$ cat src/design/swsd_pkg.sv
// Package for the sliding-window standard deviation core.
// Holds the sample and result widths, the sequencer state types and the
// status struct of the divide / square-root engine. No dependencies.
`timescale 1ns / 1ps
`default_nettype none

package swsd_pkg;

  // Field widths
  localparam int unsigned SAMPLE_W = 16;
  localparam int unsigned STD_W    = 24;
  localparam int unsigned FILL_W   = 7;

  // Default window depth
  localparam int unsigned DEF_WINDOW_LEN = 64;

  // Fixed-point: variance carries FRAC_W fraction bits and always fits VAR_W bits
  localparam int unsigned FRAC_W   = 16;
  localparam int unsigned VAR_W    = 48;
  localparam int unsigned HI_SHIFT = VAR_W - FRAC_W;
  localparam int unsigned ROOT_W   = VAR_W / 2;
  localparam int unsigned STEP_W   = $clog2(VAR_W);

  // Main sequencer
  typedef enum logic [3:0] {
    ST_IDLE,
    ST_LOAD,
    ST_SQ_NEW,
    ST_SQ_OLD,
    ST_MUL_NS,
    ST_MUL_SQ,
    ST_MUL_DEN,
    ST_START,
    ST_CALC,
    ST_OUT
  } sw_state_e;

  // Divide / square-root engine
  typedef enum logic [1:0] {
    IT_IDLE,
    IT_DIV,
    IT_SQRT
  } iter_state_e;

  typedef struct packed {
    logic busy;
    logic done;
  } iter_stat_t;

endpackage

`default_nettype wire

$ cat src/design/swsd_iter.sv
// Iterative divide and square-root engine around one shared subtractor.
// Divides num * 2^FRAC_W by den one quotient bit a cycle, then takes the
// floored square root two radicand bits a cycle. Depends on swsd_pkg.
`timescale 1ns / 1ps
`default_nettype none

module swsd_iter
  import swsd_pkg::*;
#(
  parameter int unsigned CNT_W = 7
) (
  input  wire logic                                clk_i,
  input  wire logic                                rst_ni,
  input  wire logic                                start_i,
  input  wire logic [2*SAMPLE_W-2+2*CNT_W-1:0]     num_i,
  input  wire logic [2*CNT_W-1:0]                  den_i,
  output iter_stat_t                               stat_o,
  output logic [ROOT_W-1:0]                        root_o
);

  localparam int unsigned DEN_W = 2 * CNT_W;
  localparam int unsigned U_W   = (DEN_W + 1 > ROOT_W + 2) ? DEN_W + 1 : ROOT_W + 2;

  iter_state_e state_q, state_d;
  logic [STEP_W-1:0] step_q, step_d;
  logic [U_W-1:0]    rem_q, rem_d;
  logic [VAR_W-1:0]  work_q, work_d;
  logic [ROOT_W-1:0] root_q, root_d;
  logic              done_q, done_d;

  logic [U_W-1:0]    trial;
  logic [U_W-1:0]    subtrahend;
  logic [U_W:0]      diff;
  logic              fits;
  logic              div_last, sqrt_last;

  // Shared subtractor: restoring step for both division and square root
  always_comb begin
    if (state_q == IT_SQRT) begin
      trial      = {rem_q[U_W-3:0], work_q[VAR_W-1 -: 2]};
      subtrahend = U_W'({root_q, 2'b01});
    end else begin
      trial      = {rem_q[U_W-2:0], work_q[VAR_W-1]};
      subtrahend = U_W'(den_i);
    end
    diff = {1'b0, trial} - {1'b0, subtrahend};
    fits = ~diff[U_W];
  end

  assign div_last  = (step_q == STEP_W'(VAR_W - 1));
  assign sqrt_last = (step_q == STEP_W'(ROOT_W - 1));

  // Next state
  always_comb begin
    state_d = state_q;
    unique case (state_q)
      IT_IDLE: if (start_i)   state_d = IT_DIV;
      IT_DIV:  if (div_last)  state_d = IT_SQRT;
      IT_SQRT: if (sqrt_last) state_d = IT_IDLE;
      default:                state_d = IT_IDLE;
    endcase
  end

  // Datapath updates
  always_comb begin
    step_d = step_q;
    rem_d  = rem_q;
    work_d = work_q;
    root_d = root_q;
    done_d = 1'b0;
    unique case (state_q)
      IT_IDLE: begin
        if (start_i) begin
          // high part is below den since the quotient fits VAR_W bits
          rem_d  = U_W'(num_i >> HI_SHIFT);
          work_d = {num_i[HI_SHIFT-1:0], {FRAC_W{1'b0}}};
          step_d = '0;
        end
      end
      IT_DIV: begin
        rem_d  = fits ? diff[U_W-1:0] : trial;
        work_d = {work_q[VAR_W-2:0], fits};
        if (div_last) begin
          // quotient now in work_q: becomes the radicand
          rem_d  = '0;
          root_d = '0;
          step_d = '0;
        end else begin
          step_d = step_q + STEP_W'(1);
        end
      end
      IT_SQRT: begin
        rem_d  = fits ? diff[U_W-1:0] : trial;
        work_d = {work_q[VAR_W-3:0], 2'b00};
        root_d = {root_q[ROOT_W-2:0], fits};
        step_d = step_q + STEP_W'(1);
        done_d = sqrt_last;
      end
      default: ;
    endcase
  end

  always_ff @(posedge clk_i or negedge rst_ni) begin
    if (!rst_ni) begin
      state_q <= IT_IDLE;
      done_q  <= 1'b0;
      step_q  <= '0;
    end else begin
      state_q <= state_d;
      done_q  <= done_d;
      step_q  <= step_d;
    end
  end

  always_ff @(posedge clk_i) begin
    rem_q  <= rem_d;
    work_q <= work_d;
    root_q <= root_d;
  end

  assign stat_o.busy = (state_q != IT_IDLE);
  assign stat_o.done = done_q;
  assign root_o      = root_q;

endmodule

`default_nettype wire

$ cat src/design/sliding_window_std_dev_core.sv
// Top level of the sliding-window sample standard deviation core.
// Keeps the sample ring, running sums and a shared multiplier under a small
// sequencer; uses swsd_pkg and the divide / square-root engine swsd_iter.
//
//  channel   | dir | handshake                      | payload
//  ----------+-----+--------------------------------+------------------------------------
//  s_axis    | in  | s_axis_tvalid / s_axis_tready  | tdata[15:0] sample (signed)
//  m_axis    | out | m_axis_tvalid / m_axis_tready  | tdata[23:0] std_dev, [30:24] fill_count
//
//  From input transfer to the earliest result transfer an item passes seven sequencer
//  steps (five of them on the shared multiplier), 48 divide and 24 square-root steps on
//  the shared subtractor in swsd_iter, a hand-over step and the output load.
//  With a single sample held the sequencer skips to the output load after the squares.
//  s_axis_tready is high only while the sequencer is idle; a result waiting in the
//  output register does not hold off the next input transfer.
//  Reset clears the counts and sums; the ring needs no clearing pass.
`timescale 1ns / 1ps
`default_nettype none

module sliding_window_std_dev_core
  import swsd_pkg::*;
#(
  parameter int unsigned WINDOW_LEN = DEF_WINDOW_LEN
) (
  input  wire logic        clk_i,
  input  wire logic        rst_ni,
  input  wire logic        s_axis_tvalid,
  output logic             s_axis_tready,
  input  wire logic [15:0] s_axis_tdata,   // [15:0] sample
  output logic             m_axis_tvalid,
  input  wire logic        m_axis_tready,
  output logic [31:0]      m_axis_tdata    // [23:0] std_dev, [30:24] fill_count, [31] zero
);

  localparam int unsigned CNT_W  = $clog2(WINDOW_LEN + 1);
  localparam int unsigned SLOT_W = $clog2(WINDOW_LEN);
  localparam int unsigned SUM_W  = SAMPLE_W + CNT_W;
  localparam int unsigned SQ_W   = 2 * SAMPLE_W - 2 + CNT_W;
  localparam int unsigned NUM_W  = SQ_W + CNT_W;
  localparam int unsigned DEN_W  = 2 * CNT_W;
  localparam int unsigned A_W    = SQ_W;
  localparam int unsigned B_W    = SUM_W;
  localparam int unsigned P_W    = A_W + B_W;

  sw_state_e state_q, state_d;

  // Sequencer controls
  logic              accept;
  logic              ring_we;
  logic              iter_start;
  logic              out_load;
  logic [A_W-1:0]    mul_a;
  logic [B_W-1:0]    mul_b;

  // State and datapath registers
  logic [SAMPLE_W-1:0]    ring_mem [WINDOW_LEN];
  logic [SAMPLE_W-1:0]    ring_rd_q;
  logic [SLOT_W-1:0]      slot_q;
  logic [CNT_W-1:0]       held_q;
  logic                   full_q;
  logic signed [SUM_W-1:0] sum_q;
  logic [SQ_W-1:0]        sumsq_q;
  logic [SAMPLE_W-1:0]    sample_q;
  logic [SAMPLE_W-1:0]    old_mag_q;
  logic [P_W-1:0]         mul_q;
  logic [NUM_W-1:0]       ns_q;
  logic [NUM_W-1:0]       num_q;
  logic [DEN_W-1:0]       den_q;
  logic                   m_valid_q;
  logic [STD_W-1:0]       std_q;
  logic [FILL_W-1:0]      fill_q;

  logic [SAMPLE_W-1:0]    old_val;
  logic [SAMPLE_W-1:0]    new_mag;
  logic [SUM_W-1:0]       sum_mag;
  logic                   few_held;
  iter_stat_t             iter_stat;
  logic [ROOT_W-1:0]      iter_root;

  assign accept   = s_axis_tvalid & s_axis_tready;
  assign few_held = (held_q < CNT_W'(2));

  // Oldest sample leaves only once the window is full
  assign old_val = full_q ? ring_rd_q : '0;
  assign new_mag = sample_q[SAMPLE_W-1] ? (~sample_q + SAMPLE_W'(1)) : sample_q;
  assign sum_mag = sum_q[SUM_W-1] ? SUM_W'(-sum_q) : SUM_W'(sum_q);

  // Next state
  always_comb begin
    state_d = state_q;
    unique case (state_q)
      ST_IDLE:    if (accept) state_d = ST_LOAD;
      ST_LOAD:    state_d = ST_SQ_NEW;
      ST_SQ_NEW:  state_d = ST_SQ_OLD;
      ST_SQ_OLD:  state_d = few_held ? ST_OUT : ST_MUL_NS;
      ST_MUL_NS:  state_d = ST_MUL_SQ;
      ST_MUL_SQ:  state_d = ST_MUL_DEN;
      ST_MUL_DEN: state_d = ST_START;
      ST_START:   state_d = ST_CALC;
      ST_CALC:    if (iter_stat.done) state_d = ST_OUT;
      ST_OUT:     if (!m_valid_q || m_axis_tready) state_d = ST_IDLE;
      default:    state_d = ST_IDLE;
    endcase
  end

  // Sequencer outputs and multiplier operand select
  always_comb begin
    s_axis_tready = 1'b0;
    ring_we       = 1'b0;
    iter_start    = 1'b0;
    out_load      = 1'b0;
    mul_a         = '0;
    mul_b         = '0;
    unique case (state_q)
      ST_IDLE:    s_axis_tready = 1'b1;
      ST_LOAD: begin
        ring_we = 1'b1;
        mul_a   = A_W'(new_mag);
        mul_b   = B_W'(new_mag);
      end
      ST_SQ_NEW: begin
        mul_a = A_W'(old_mag_q);
        mul_b = B_W'(old_mag_q);
      end
      ST_MUL_NS: begin
        mul_a = sumsq_q;
        mul_b = B_W'(held_q);
      end
      ST_MUL_SQ: begin
        mul_a = A_W'(sum_mag);
        mul_b = sum_mag;
      end
      ST_MUL_DEN: begin
        mul_a = A_W'(held_q);
        mul_b = B_W'(held_q - CNT_W'(1));
      end
      ST_START:   iter_start = 1'b1;
      ST_OUT:     out_load = !m_valid_q || m_axis_tready;
      default: ;
    endcase
  end

  always_ff @(posedge clk_i or negedge rst_ni) begin
    if (!rst_ni) begin
      state_q <= ST_IDLE;
    end else begin
      state_q <= state_d;
    end
  end

  // Sample ring: written once per item, read every cycle at the write slot
  always_ff @(posedge clk_i) begin
    if (ring_we) begin
      ring_mem[slot_q] <= sample_q;
    end
    ring_rd_q <= ring_mem[slot_q];
  end

  // Window bookkeeping and running sums
  always_ff @(posedge clk_i or negedge rst_ni) begin
    if (!rst_ni) begin
      slot_q  <= '0;
      held_q  <= '0;
      full_q  <= 1'b0;
      sum_q   <= '0;
      sumsq_q <= '0;
    end else begin
      if (accept) begin
        full_q <= (held_q == CNT_W'(WINDOW_LEN));
        if (held_q != CNT_W'(WINDOW_LEN)) begin
          held_q <= held_q + CNT_W'(1);
        end
      end
      if (ring_we) begin
        slot_q <= (slot_q == SLOT_W'(WINDOW_LEN - 1)) ? '0 : slot_q + SLOT_W'(1);
        sum_q  <= sum_q
                  + {{(SUM_W-SAMPLE_W){sample_q[SAMPLE_W-1]}}, sample_q}
                  - {{(SUM_W-SAMPLE_W){old_val[SAMPLE_W-1]}}, old_val};
      end
      if (state_q == ST_SQ_NEW) begin
        sumsq_q <= sumsq_q + mul_q[SQ_W-1:0];
      end
      if (state_q == ST_SQ_OLD) begin
        sumsq_q <= sumsq_q - mul_q[SQ_W-1:0];
      end
    end
  end

  // Shared multiplier and the terms of the variance
  always_ff @(posedge clk_i) begin
    mul_q <= P_W'(mul_a) * P_W'(mul_b);
    if (accept) begin
      sample_q <= s_axis_tdata;
    end
    if (ring_we) begin
      old_mag_q <= old_val[SAMPLE_W-1] ? (~old_val + SAMPLE_W'(1)) : old_val;
    end
    if (state_q == ST_MUL_SQ) begin
      ns_q <= mul_q[NUM_W-1:0];
    end
    if (state_q == ST_MUL_DEN) begin
      num_q <= (ns_q >= mul_q[NUM_W-1:0]) ? ns_q - mul_q[NUM_W-1:0] : '0;
    end
    if (state_q == ST_START) begin
      den_q <= mul_q[DEN_W-1:0];
    end
  end

  swsd_iter #(
    .CNT_W (CNT_W)
  ) u_iter (
    .clk_i   (clk_i),
    .rst_ni  (rst_ni),
    .start_i (iter_start),
    .num_i   (num_q),
    .den_i   (den_q),
    .stat_o  (iter_stat),
    .root_o  (iter_root)
  );

  // Output register
  always_ff @(posedge clk_i or negedge rst_ni) begin
    if (!rst_ni) begin
      m_valid_q <= 1'b0;
    end else if (out_load) begin
      m_valid_q <= 1'b1;
    end else if (m_axis_tready) begin
      m_valid_q <= 1'b0;
    end
  end

  always_ff @(posedge clk_i) begin
    if (out_load) begin
      std_q  <= few_held ? '0 : STD_W'(iter_root);
      fill_q <= FILL_W'(held_q);
    end
  end

  assign m_axis_tvalid = m_valid_q;
  assign m_axis_tdata  = {1'b0, fill_q, std_q};

endmodule

`default_nettype wire

$ cat config.mk
export PLATFORM = sky130hd
export DESIGN_NAME = sliding_window_std_dev_core
export DESIGN_NICKNAME = d
export VERILOG_FILES = /design/src/design/swsd_pkg.sv /design/src/design/swsd_iter.sv /design/src/design/sliding_window_std_dev_core.sv
export SDC_FILE = /design/constraint.sdc
export NUM_CORES = 2
export LEC_CHECK = 0
export BUFFER_PORTS_ARGS = -buffer_cell sky130_fd_sc_hd__buf_2
export CORE_MARGIN = 2
export CORE_UTILIZATION = 60
export DETAILED_ROUTE_END_ITERATION = 7
export HOLD_SLACK_MARGIN = 0.02
export PLACE_DENSITY = 0.79
export SETUP_SLACK_MARGIN = 0.3
export SYNTH_ARGS = -nofsm -noshare
export SYNTH_HDL_FRONTEND = slang
export SYNTH_SLANG_ARGS = --single-unit
$ cat constraint.sdc
create_clock -name clk_i -period 25.9 [get_ports clk_i]
set_input_delay 5.18 -clock clk_i [delete_from_list [all_inputs] [get_ports clk_i]]
set_output_delay 5.18 -clock clk_i [all_outputs]
set_load 0.05 [all_outputs]
==> results.json <==
{
  "cts_hold_buffers": 0,
  "post_route_cells_drive_above_1_share_pct": 6.849,
  "grt_util_all_layers_pct": 32.32,
  "share_of_synthesized_flip_flops_with_an_asynchronous_set_or_reset_pct": 6.137,
  "cts_setup_buffers": 0,
  "outcome": "complete, no violations",
  "hold_path.class": "reg -> reg",
  "number_of_flip_flops_and_latches_in_the_synthesized_netlist": 1434,
  "fin_skew_ps": 41.03,
  "fp.coreArea_um2": 135600,
  "io_buffer_count": 52,
  "post_synth_main_area_contributors": "sky130_fd_sc_hd__edfxtp_1, sky130_fd_sc_hd__fa_1, sky130_fd_sc_hd__inv_1",
  "route.detailed.vias_per_inst": 6.283,
  "fin_cells": 8790,
  "place.detailed.hpwl_mm": 149.1,
  "worst_hold_path.num_cells": 0,
  "die_area_um2": 139900,
  "placed_cells_incl_taps": 8548,
  "number_of_unique_standard_cell_types_used_by_synthesis": 86,
  "drt-total-wl_mm": 224.9,
  "critical_path_arrival_ps": 11280,
  "final_min_period_over_clock_period_pct": 41.06,
  "cts_buffer_depth": 3,
  "grt_max_degree": 100,
  "ctsHtreeMaxLevel": 4,
  "r2r.worst_path.cells": 30,
  "syn_area_per_cell_um2": 12.11,
  "drt_pre_antenna_iters": 6,
  "routed_wire_length_per_instance_um": 25.58,
  "max_freq_ghz": 0.09404,
  "synthFlopType": "sky130_fd_sc_hd__edfxtp_1",
  "via_count": 55225,
  "mappedNetlistArea_um2": 82130,
  "worst-path-max-fanout": 8,
  "rsz0062_at_grt": "false",
  "post_cts_resized": 0,
  "most_used_cell_along_the_critical_path": "sky130_fd_sc_hd__fa_1",
  "fin_setup_tns_ps": 0,
  "timing.critical_path.slowest_stage_cell": "sky130_fd_sc_hd__o21ai_0",
  "finalHoldViolCount": 0,
  "crit_path_end_kind": "flop",
  "synthDominantCellAreaShare_pct": 47.02,
  "tritoncts_num_sinks": 1434,
  "synth_enable_flop_cells": 1286,
  "final_wtd_congestion": 0.9777,
  "final_critical_path_setup_slack_ps": 15270,
  "std_cell_rows": 135,
  "synth_sequential_area_ratio_pct": 51.16,
  "chipHeight_um": 374.0,
  "num-nets-final": 7825,
  "cts.root.buffer_cell": "sky130_fd_sc_hd__clkbuf_16",
  "synth_warnings": 0,
  "grt_pass1_wl_mm": 340.6,
  "max-cap-violations": 0,
  "die_width_um": 374.0,
  "drtAntennaViolNets": 0,
  "setup_violations": 0,
  "initial_core_utilization_pct": 60.55,
  "design.portCount": 54,
  "initial_antenna_violation_count": 4,
  "worst-slew-pin-transition_ps": 1377,
  "timing.reg2reg.setup_slack_ps": 15270,
  "drt_first_iter_violations": 6121,
  "critPathRequiredTime_ps": 26550,
  "grt_remaining_overflow": 0,
  "grt_pass1_vias": 56713,
  "synthesis.instances": 6783,
  "layout.filler_cells": 9674,
  "clock_tree_from_tritoncts": "done",
  "synthMostInstantiatedCell": "sky130_fd_sc_hd__edfxtp_1",
  "syn_to_final_growth_pct": 9.036,
  "pre_cts_slack_ps": 15430,
  "synth.largest_area_cell": "sky130_fd_sc_hd__edfxtp_1",
  "slew_headroom_pct": 7.246,
  "critPathMaxStageDelay_ps": 1050,
  "post-route-drc-count": 0,
  "cts.clk_slew.worst_paths_ps": 60,
  "netlist_top_cells_count": "sky130_fd_sc_hd__edfxtp_1, sky130_fd_sc_hd__inv_1, sky130_fd_sc_hd__fa_1",
  "fin_crit_ps": 10630,
  "drv_slew": 0,
  "clock_latency_ps": 800,
  "timing.setup.critical_path_class": "reg -> reg",
  "worstSetupStartpointType": "flop",
  "cts-buffers-inserted": 139
}
layout by cell type (no fill, tap or decap), drive strengths merged, types with 35 or more instances in the layout:
cell / n
edfxtp: 1286
inv: 896
fa: 640
nand2: 593
nor2: 457
a22oi: 337
ha: 257
a21oi: 223
buf: 200
xnor2: 185
clkbuf: 182
o21ai: 177
and2: 152
a31oi: 128
a22o: 124
a221oi: 114
conb: 109
dfrtp: 88
a21o: 66
dfxtp: 60
xor2: 58
nand3: 55
nor3: 50
nand4: 43
mux2i: 40
o21a: 38
nor4: 37
nand2b: 36
clkinv: 36
o31ai: 35
state kept, by name, summed over array words and instances (netlist names), 7 cells and up:
name           count
std_q             24
sum_q             23
mul_q             44
old_mag_q         16
sumsq_q           37
held_q             7
den_q             14
fill_q             7
u_iter.work_q     48
u_iter.root_o     24
num_q             44
ring_mem        1024
sample_q          16
u_iter.rem_q      25
ns_q              44
ring_rd_q         16
cell type report:
class                           instances  area [um2]  area share [%]
Multi-Input combinational cell       4246       36090           40.30
Sequential cell                      1434       42020           46.92
Antenna cell                            1       2.502        0.002794
Tap cell                             1781        2228           2.488
Clock buffer                          182        3741           4.178
Clock inverter                         59       686.9          0.7671
Timing Repair Buffer                  200        1449           1.618
Inverter                              887        3329           3.718
cell families (layout without fill, tap and decap cells):
logic type,count (synthesis),in the layout,synth area share [%]
fa+ha+maj,897,897,19.52
simple gates,1540,1540,8.499
flops,1434,1434,51.16
mux,68,68,0.8714
xor+xnor,243,243,2.601
other cells,2,110,0.009144
buf+inv,1210,1328,5.559
compound gates,1389,1389,11.78
per-layer routing:
layer	vias up	global-route usage [%]	wire length (um)
li1	23940	-	-
met1	27510	41.12	81120
met2	3184	53.72	109200
met3	585	6.431	23190
met4	6	14.87	11340
met5	-	0	34
worst max-delay path: cells and delay by family, from the launching register on:
kind	cells	cell delay [ps]
AOI/OAI and AO/OA	8	2590
buffers and inverters	4	200
DFF	1	440
muxes	1	380
and+or+nand+nor	9	2740
adders and majority gates	8	4120
through the flow:
stage               util [%]  hold slack [ps]  area (um2)
floorplan                  -            408.2       82530
global placement       62.76            439.0       85120
detailed placement     62.76            443.9       85120
CTS                    66.02            457.4       89550
global route           66.02            475.7       89550
finish                 66.02            463.9       89550
final timing paths:
check                                      from                      endpoint
hold / removal                mul_q[14]$_DFF_P_            ns_q[14]$_DFFE_PP_
min in group asynchronous                rst_ni       sumsq_q[20]$_DFFE_PN0P_
setup reg to reg           sum_q[2]$_DFFE_PN0P_             mul_q[43]$_DFF_P_
hold reg to reg               mul_q[14]$_DFF_P_            ns_q[14]$_DFFE_PP_
setup / recovery           sum_q[2]$_DFFE_PN0P_             mul_q[43]$_DFF_P_
max in group asynchronous                rst_ni  u_iter.step_q[3]$_DFFE_PN0P_
Power is not shown: default switching activity piles up to over one toggle a cycle in this logic, so the estimate is an artifact.
